==> src/rtl/i2rn_pkg.sv <==
// ----------------------------------------------------------------------------
// i2rn_pkg
// Shared types, codes and letter tables for the integer to roman numeral block.
// ----------------------------------------------------------------------------
package i2rn_pkg;

  localparam int VALUE_W = 12;
  localparam int LETTER_W = 8;

  localparam logic [VALUE_W-1:0] VALUE_LIMIT = 12'd4000;

  // reciprocal multipliers: v/100 = (v*5243)>>19, v/10 = (v*6554)>>16, n/10 = (n*205)>>11
  localparam logic [12:0] RECIP_100 = 13'd5243;
  localparam logic [12:0] RECIP_10_WIDE = 13'd6554;
  localparam logic [7:0]  RECIP_10 = 8'd205;

  // ascii letters
  localparam logic [LETTER_W-1:0] CH_M = 8'h4D;
  localparam logic [LETTER_W-1:0] CH_D = 8'h44;
  localparam logic [LETTER_W-1:0] CH_C = 8'h43;
  localparam logic [LETTER_W-1:0] CH_L = 8'h4C;
  localparam logic [LETTER_W-1:0] CH_X = 8'h58;
  localparam logic [LETTER_W-1:0] CH_V = 8'h56;
  localparam logic [LETTER_W-1:0] CH_I = 8'h49;
  localparam logic [LETTER_W-1:0] CH_NONE = 8'h00;

  // digit places, most significant first
  localparam logic [1:0] PL_THOU = 2'd0;
  localparam logic [1:0] PL_HUND = 2'd1;
  localparam logic [1:0] PL_TENS = 2'd2;
  localparam logic [1:0] PL_UNIT = 2'd3;

  typedef enum logic [1:0] {
    SYM_ONE  = 2'd0,
    SYM_FIVE = 2'd1,
    SYM_TEN  = 2'd2
  } sym_t;

  typedef enum logic [1:0] {
    ST_IDLE  = 2'd0,
    ST_SPLIT = 2'd1,
    ST_EMIT  = 2'd2
  } state_t;

  typedef struct packed {
    logic load;      // capture the input word
    logic split;     // break the value into decimal digits
    logic emit;      // put the next letter into the output register
    logic emit_bad;  // put the out-of-range word into the output register
  } dp_cmd_t;

  typedef struct packed {
    logic bad;       // captured value is 0 or 4000 and up
    logic last;      // the letter at the sequencer is the final one
    logic out_free;  // output register can take a word this cycle
  } dp_sts_t;

  // letters spent on one decimal digit (hundreds, tens, units)
  function automatic logic [2:0] digit_len(input logic [3:0] d);
    logic [2:0] len;
    case (d)
      4'd1, 4'd5: len = 3'd1;
      4'd2, 4'd4, 4'd6, 4'd9: len = 3'd2;
      4'd3, 4'd7: len = 3'd3;
      4'd8: len = 3'd4;
      default: len = 3'd0;
    endcase
    return len;
  endfunction

  // thousands are plain repeats of M
  function automatic logic [2:0] place_len(input logic [1:0] pl, input logic [3:0] d);
    logic [2:0] len;
    if (pl == PL_THOU) len = d[2:0];
    else len = digit_len(d);
    return len;
  endfunction

  function automatic sym_t digit_sym(input logic [3:0] d, input logic [1:0] k);
    sym_t s;
    s = SYM_ONE;
    if (k == 2'd0) begin
      if (d >= 4'd5 && d <= 4'd8) s = SYM_FIVE;
    end else if (k == 2'd1) begin
      if (d == 4'd4) s = SYM_FIVE;
      else if (d == 4'd9) s = SYM_TEN;
    end
    return s;
  endfunction

  function automatic logic [LETTER_W-1:0] place_letter(input logic [1:0] pl, input sym_t s);
    logic [LETTER_W-1:0] ch;
    ch = CH_M;
    case (pl)
      PL_HUND: begin
        case (s)
          SYM_ONE:  ch = CH_C;
          SYM_FIVE: ch = CH_D;
          default:  ch = CH_M;
        endcase
      end
      PL_TENS: begin
        case (s)
          SYM_ONE:  ch = CH_X;
          SYM_FIVE: ch = CH_L;
          default:  ch = CH_C;
        endcase
      end
      PL_UNIT: begin
        case (s)
          SYM_ONE:  ch = CH_I;
          SYM_FIVE: ch = CH_V;
          default:  ch = CH_X;
        endcase
      end
      default: ch = CH_M;
    endcase
    return ch;
  endfunction

endpackage

==> src/rtl/i2rn_ctrl.sv <==
// ----------------------------------------------------------------------------
// i2rn_ctrl
// Sequencing state machine: capture, digit split, then one letter per word.
// ----------------------------------------------------------------------------
module i2rn_ctrl (
  input  logic              clk,
  input  logic              rst_n,
  input  logic              in_tvalid,
  output logic              in_tready,
  output i2rn_pkg::dp_cmd_t cmd,
  input  i2rn_pkg::dp_sts_t sts
);
  import i2rn_pkg::*;

  state_t state_r;
  state_t state_nxt;

  always_ff @(posedge clk) begin
    if (!rst_n) begin
      state_r <= ST_IDLE;
    end else begin
      state_r <= state_nxt;
    end
  end

  always_comb begin
    state_nxt = state_r;
    in_tready = 1'b0;
    cmd = '0;
    unique case (state_r)
      ST_IDLE: begin
        in_tready = 1'b1;
        if (in_tvalid) begin
          cmd.load = 1'b1;
          state_nxt = ST_SPLIT;
        end
      end
      ST_SPLIT: begin
        if (sts.bad) begin
          if (sts.out_free) begin
            cmd.emit_bad = 1'b1;
            state_nxt = ST_IDLE;
          end
        end else begin
          cmd.split = 1'b1;
          state_nxt = ST_EMIT;
        end
      end
      ST_EMIT: begin
        if (sts.out_free) begin
          cmd.emit = 1'b1;
          if (sts.last) state_nxt = ST_IDLE;
        end
      end
      default: state_nxt = ST_IDLE;
    endcase
  end

endmodule

==> src/rtl/i2rn_dp.sv <==
// ----------------------------------------------------------------------------
// i2rn_dp
// Datapath: reciprocal digit split, letter sequencer and output register.
// ----------------------------------------------------------------------------
module i2rn_dp (
  input  logic                          clk,
  input  logic                          rst_n,
  input  logic [i2rn_pkg::VALUE_W-1:0]  in_value,
  input  i2rn_pkg::dp_cmd_t             cmd,
  output i2rn_pkg::dp_sts_t             sts,
  output logic                          out_tvalid,
  input  logic                          out_tready,
  output logic [i2rn_pkg::LETTER_W-1:0] out_tdata,
  output logic                          out_tlast,
  output logic                          out_tuser
);
  import i2rn_pkg::*;

  // captured value and its coarse quotients
  logic [VALUE_W-1:0]  value_r, value_nxt;
  logic [5:0]          hq_r, hq_nxt;     // value / 100
  logic [8:0]          tq_r, tq_nxt;     // value / 10
  logic                bad_r, bad_nxt;

  // digits and sequencer position
  logic [3:0]          dig_r [4];
  logic [3:0]          dig_nxt [4];
  logic [1:0]          place_r, place_nxt;
  logic [1:0]          k_r, k_nxt;

  // output register
  logic                ovalid_r, ovalid_nxt;
  logic [LETTER_W-1:0] oletter_r, oletter_nxt;
  logic                olast_r, olast_nxt;
  logic                oinv_r, oinv_nxt;

  logic [24:0]         h_prod, t_prod;
  logic [13:0]         th_prod;
  logic [16:0]         q_prod;
  logic [2:0]          th;
  logic [5:0]          q;
  logic [5:0]          th_x10, hun_full;
  logic [8:0]          q_x10, ten_full;
  logic [11:0]         t_x10, unit_full;
  logic [3:0]          split_dig [4];
  logic [1:0]          first_pl;

  logic [3:0]          cur_d;
  logic [2:0]          cur_len;
  logic                k_end;
  logic                more;
  logic [1:0]          next_pl;
  logic                out_free;

  always_comb begin
    h_prod = 25'(in_value) * 25'(RECIP_100);
    t_prod = 25'(in_value) * 25'(RECIP_10_WIDE);

    // second level split of the captured quotients
    th_prod = 14'(hq_r) * 14'(RECIP_10);
    th = th_prod[13:11];
    th_x10 = 6'({th, 3'b000}) + 6'({th, 1'b0});
    hun_full = hq_r - th_x10;
    q_prod = 17'(tq_r) * 17'(RECIP_10);
    q = q_prod[16:11];
    q_x10 = 9'({q, 3'b000}) + 9'({q, 1'b0});
    ten_full = tq_r - q_x10;
    t_x10 = 12'({tq_r, 3'b000}) + 12'({tq_r, 1'b0});
    unit_full = value_r - t_x10;
    split_dig[0] = {1'b0, th};
    split_dig[1] = hun_full[3:0];
    split_dig[2] = ten_full[3:0];
    split_dig[3] = unit_full[3:0];

    // first place that has any letters
    first_pl = PL_UNIT;
    for (int p = 3; p >= 0; p--) begin
      if (place_len(p[1:0], split_dig[p]) != 3'd0) first_pl = p[1:0];
    end

    cur_d = dig_r[place_r];
    cur_len = place_len(place_r, cur_d);
    k_end = (({1'b0, k_r} + 3'd1) == cur_len);

    // nearest later place that still has letters
    more = 1'b0;
    next_pl = place_r;
    for (int p = 3; p >= 0; p--) begin
      if (p[1:0] > place_r && place_len(p[1:0], dig_r[p]) != 3'd0) begin
        more = 1'b1;
        next_pl = p[1:0];
      end
    end

    out_free = !ovalid_r || out_tready;
    sts.bad = bad_r;
    sts.last = k_end && !more;
    sts.out_free = out_free;
  end

  always_comb begin
    value_nxt = value_r;
    hq_nxt = hq_r;
    tq_nxt = tq_r;
    bad_nxt = bad_r;
    dig_nxt = dig_r;
    place_nxt = place_r;
    k_nxt = k_r;
    ovalid_nxt = ovalid_r && !out_tready;
    oletter_nxt = oletter_r;
    olast_nxt = olast_r;
    oinv_nxt = oinv_r;

    if (cmd.load) begin
      value_nxt = in_value;
      hq_nxt = h_prod[24:19];
      tq_nxt = t_prod[24:16];
      bad_nxt = (in_value == '0) || (in_value >= VALUE_LIMIT);
    end

    if (cmd.split) begin
      dig_nxt = split_dig;
      place_nxt = first_pl;
      k_nxt = 2'd0;
    end

    if (cmd.emit) begin
      ovalid_nxt = 1'b1;
      oletter_nxt = place_letter(place_r, digit_sym(cur_d, k_r));
      olast_nxt = k_end && !more;
      oinv_nxt = 1'b0;
      if (k_end) begin
        place_nxt = next_pl;
        k_nxt = 2'd0;
      end else begin
        k_nxt = k_r + 2'd1;
      end
    end

    if (cmd.emit_bad) begin
      ovalid_nxt = 1'b1;
      oletter_nxt = CH_NONE;
      olast_nxt = 1'b1;
      oinv_nxt = 1'b1;
    end
  end

  always_ff @(posedge clk) begin
    if (!rst_n) begin
      ovalid_r <= 1'b0;
    end else begin
      ovalid_r <= ovalid_nxt;
    end
  end

  always_ff @(posedge clk) begin
    value_r <= value_nxt;
    hq_r <= hq_nxt;
    tq_r <= tq_nxt;
    bad_r <= bad_nxt;
    dig_r <= dig_nxt;
    place_r <= place_nxt;
    k_r <= k_nxt;
    oletter_r <= oletter_nxt;
    olast_r <= olast_nxt;
    oinv_r <= oinv_nxt;
  end

  assign out_tvalid = ovalid_r;
  assign out_tdata = oletter_r;
  assign out_tlast = olast_r;
  assign out_tuser = oinv_r;

endmodule

==> src/rtl/integer_to_roman_numeral.sv <==
// ----------------------------------------------------------------------------
// integer_to_roman_numeral
// Converts a whole number to its roman numeral, one ascii letter per word.
//
//   channel   dir  tdata                         tlast        tuser
//   in_       in   [11:0] value, [15:12] zero    -            -
//   out_      out  [7:0] letter                  is_last      invalid
//
// An item runs through capture and digit split, then up to 15 letters (3888
// has the most) at one a cycle while the output is not stalled. An out-of-range
// value is captured and yields one word. The letter sequencer sets the rate.
// in_tready is high only while no item is in work; the output register
// holds a word while out_tready is low and stalls the sequencer.
// rst_n is synchronous and clears the state machine and output valid.
// ----------------------------------------------------------------------------
module integer_to_roman_numeral (
  input  logic        clk,
  input  logic        rst_n,
  input  logic        in_tvalid,
  output logic        in_tready,
  input  logic [15:0] in_tdata,   // [11:0] value, [15:12] zero
  output logic        out_tvalid,
  input  logic        out_tready,
  output logic [7:0]  out_tdata,  // [7:0] letter
  output logic        out_tlast,
  output logic        out_tuser   // [0] invalid
);
  import i2rn_pkg::*;

  dp_cmd_t cmd;
  dp_sts_t sts;

  i2rn_ctrl u_ctrl (
    .clk       (clk),
    .rst_n     (rst_n),
    .in_tvalid (in_tvalid),
    .in_tready (in_tready),
    .cmd       (cmd),
    .sts       (sts)
  );

  i2rn_dp u_dp (
    .clk        (clk),
    .rst_n      (rst_n),
    .in_value   (in_tdata[VALUE_W-1:0]),
    .cmd        (cmd),
    .sts        (sts),
    .out_tvalid (out_tvalid),
    .out_tready (out_tready),
    .out_tdata  (out_tdata),
    .out_tlast  (out_tlast),
    .out_tuser  (out_tuser)
  );

endmodule

==> config.mk <==
export PLATFORM = sky130hd
export DESIGN_NAME = integer_to_roman_numeral
export DESIGN_NICKNAME = d
export VERILOG_FILES = /design/src/rtl/i2rn_pkg.sv /design/src/rtl/i2rn_ctrl.sv /design/src/rtl/i2rn_dp.sv /design/src/rtl/integer_to_roman_numeral.sv
export SDC_FILE = /design/constraint.sdc
export NUM_CORES = 1
export LEC_CHECK = 0
export BUFFER_PORTS_ARGS = -buffer_cell sky130_fd_sc_hd__buf_2
export CAP_MARGIN = 20
export CORE_MARGIN = 2
export CORE_UTILIZATION = 42
export CTS_BUF_LIST = sky130_fd_sc_hd__clkbuf_16
export DETAILED_ROUTE_END_ITERATION = 8
export PLACE_DENSITY = 0.58
export RECOVER_POWER = 25
export SYNTH_ARGS = -nofsm -noshare
export SYNTH_HDL_FRONTEND = slang
export SYNTH_SLANG_ARGS = --single-unit
==> constraint.sdc <==
create_clock -name clk -period 5.8 [get_ports clk]
set_clock_uncertainty 0.1 [all_clocks]
set_input_delay 0 -clock clk [delete_from_list [all_inputs] [get_ports clk]]
set_output_delay 0 -clock clk [all_outputs]
set_load 0.01 [all_outputs]
==> results.json <==
{
  "cts_tree": "built",
  "grt_start_max_net_pins": 23,
  "cp.arrival_ns": 5.34,
  "core_sq_um": 22000,
  "antenna_found_initial": 0,
  "postRouteAntennaNets": 0,
  "synthFlopType": "edfxtp_1",
  "cts_root_buf": "clkbuf_16",
  "cpMaxStageDelayCell": "fa_1",
  "synth_area_leaders": "ha_1, fa_1, edfxtp_1",
  "setup_viol": 0,
  "cts_sinks": 59,
  "ios": 32,
  "routed_wl_um": 18200,
  "synth_seq_cells": 59,
  "crit_fanout": 6,
  "grt_pass1_vias": 6658,
  "hold_viol": 0,
  "antenna_cells": 0,
  "slew_headroom_pct": 40.4,
  "clk_latency_ns": 0.32,
  "dieWidth_um": 154,
  "dp_hpwl_um": 16000,
  "crit_family": "adder cells",
  "synth-edff-count": 39,
  "clk_path_buf_depth": 2,
  "tns_ns": 0,
  "status": "completed",
  "netlist.area_leader.share_pct": 30.6,
  "finalCritPeriodShare_pct": 92.8,
  "first_iter_violations": 201,
  "gp_congestion": 0.839,
  "rows": 54,
  "route.detailed.drc": 0,
  "report.final.slew_viol_count": 0,
  "synth_cell_types": 64,
  "cts_hold_buffers": 3,
  "max_stage_delay_ns": 0.55,
  "drive_gt1_share_pct": 4.05,
  "worst_ep_required_time_ns": 5.76,
  "synth.avg_cell_area_sq_um": 10.0,
  "stdcell_count": 1267,
  "place_area_sq_um": 9930,
  "rsz0062_at_grt": "no",
  "hp-class": "in -> reg",
  "max_freq_mhz": 186,
  "yosysWarnings": 0,
  "yosysMostFrequentCell": "ha_1",
  "start_kind": "register",
  "synthTopCellsByCount": "ha_1, inv_1, fa_1",
  "vias": 6326,
  "die_area_sq_um": 23800,
  "syn_area_sq_um": 9480,
  "seq_area_frac_synth_pct": 16.6,
  "drt_pre_antenna_iters": 4,
  "cap_violations": 0,
  "fin_area_sq_um": 10200,
  "syn_inst": 946,
  "grt_use_total_pct": 16.8,
  "initial_utilization_pct": 43.2,
  "die_y_um": 154,
  "detail_route.vias_per_cell": 4.99,
  "nNetsFinal": 1337,
  "grt_overflow": 0,
  "port_buffers": 25,
  "endpoint_kind": "register",
  "synth-async-reset-ratio_pct": 0,
  "fin_crit_ns": 5.38,
  "worstMarginPinSlew_ns": 0.895,
  "syn2layout_area_growth_pct": 7.76,
  "avgRoutedWirePerCell_um": 14.4,
  "criticalPathCategory": "reg -> reg",
  "grt_pass1_wl_um": 32000,
  "h-tree-depth": 3,
  "numPlacedInstances": 1248,
  "synth_top_cell_by_area": "ha_1",
  "cp.buffers_inverters": 2,
  "clk_pin_slew_ns": 0.05,
  "cp_common_cell": "xnor2_1",
  "path_cells": "ha_1 -> xor2_1 -> ha_1 -> fa_1 -> inv_1 -> fa_1 -> inv_1 -> ha_1 -> o211ai_1 -> a21o_1 -> a21o_1 -> nand2_1 -> a21oi_1 -> xnor2_1 -> ha_1 -> xnor2_1 -> xnor2_1 -> xnor2_1 -> xnor2_1 -> xnor2_1 -> mux2i_1 -> a31oi_1",
  "cts_resized": 0,
  "cts_setup_buffers": 0,
  "cts_buffers": 9
}
cell usage in the layout, fill, tap and decap left out, drive strengths merged, types with 15 or more instances in the layout:
cell type	synthesis	final
xnor2	28	28
fa	103	103
a21oi	22	22
edfxtp	39	39
xor2	17	17
o21ai	22	22
nor2	39	39
buf	5	15
clkbuf	1	22
inv	219	222
ha	232	232
dfxtp	20	20
nand2	50	50
cell families after synthesis:
logic type	count (synthesis)	synth area share [%]
and+or+nand+nor	163	8.57
AOI/OAI and AO/OA	106	7.43
DFF	59	16.6
other	1	0.0396
xor gates and xnor gates	45	4.16
muxes	11	1.64
adders and majority gates	335	52.4
buffers and inverters	226	9.19
path summary, 6_finish.rpt:
| check | start | depth (start not counted) | end | slack [ns] |
|---|---|---|---|---|
| worst min-delay path | in_tvalid | 4 | u_ctrl.state_r[0]$_SDFFE_PN0P_ | 0.04 |
| worst min register to register | u_dp.out_tuser$_SDFFE_PP1P_ | 2 | u_dp.out_tuser$_SDFFE_PP1P_ | 0.35 |
| worst max register to register | u_dp.tq_r[1]$_DFFE_PP_ | 22 | u_dp.place_r[0]$_DFFE_PP_ | 0.42 |
| worst max-delay path | u_dp.tq_r[1]$_DFFE_PP_ | 22 | u_dp.place_r[0]$_DFFE_PP_ | 0.42 |
tightest hold or removal path, cell delays in order:
cell	delay, ns
buf_2	0.11
nor2b_1	0.12
a31oi_1	0.13
nor3b_1	0.05
metal layers:
metal	share of wire, %	GRT usage, %	vias to the layer above
li1	-	-	3207
met1	47	21.7	3029
met2	49	29.9	70
met3	2.5	2.10	20
met4	1.8	4.36	0
met5	0	0	-
through the flow:
step / hold WS (ns) / setup slack [ns] / utilization, %
final: 0.0378 / 0.415 / 46.5
after global routing: 0.0633 / 0.0656 / 46.5
after CTS: 0.0125 / 0.343 / 46.6
after detailed placement: 0.161 / 0.378 / 45.2
after global placement: 0.152 / 0.461 / 45.2
after floorplan: -0.00113 / 0.748 / -
final cells by class:
class                      instances  area, sq um
clock buffer                      10          250
inverter                         220          826
clock inverter                     6         25.0
tap                              280          350
fill                            2139        11700
timing repair buffer              30          153
sequential                        59         1570
multi-input combinational        662         7040
Power is left out: the tool's default activity adds up to more than one toggle a clock period on the data nets, which glitch-free logic cannot reach.
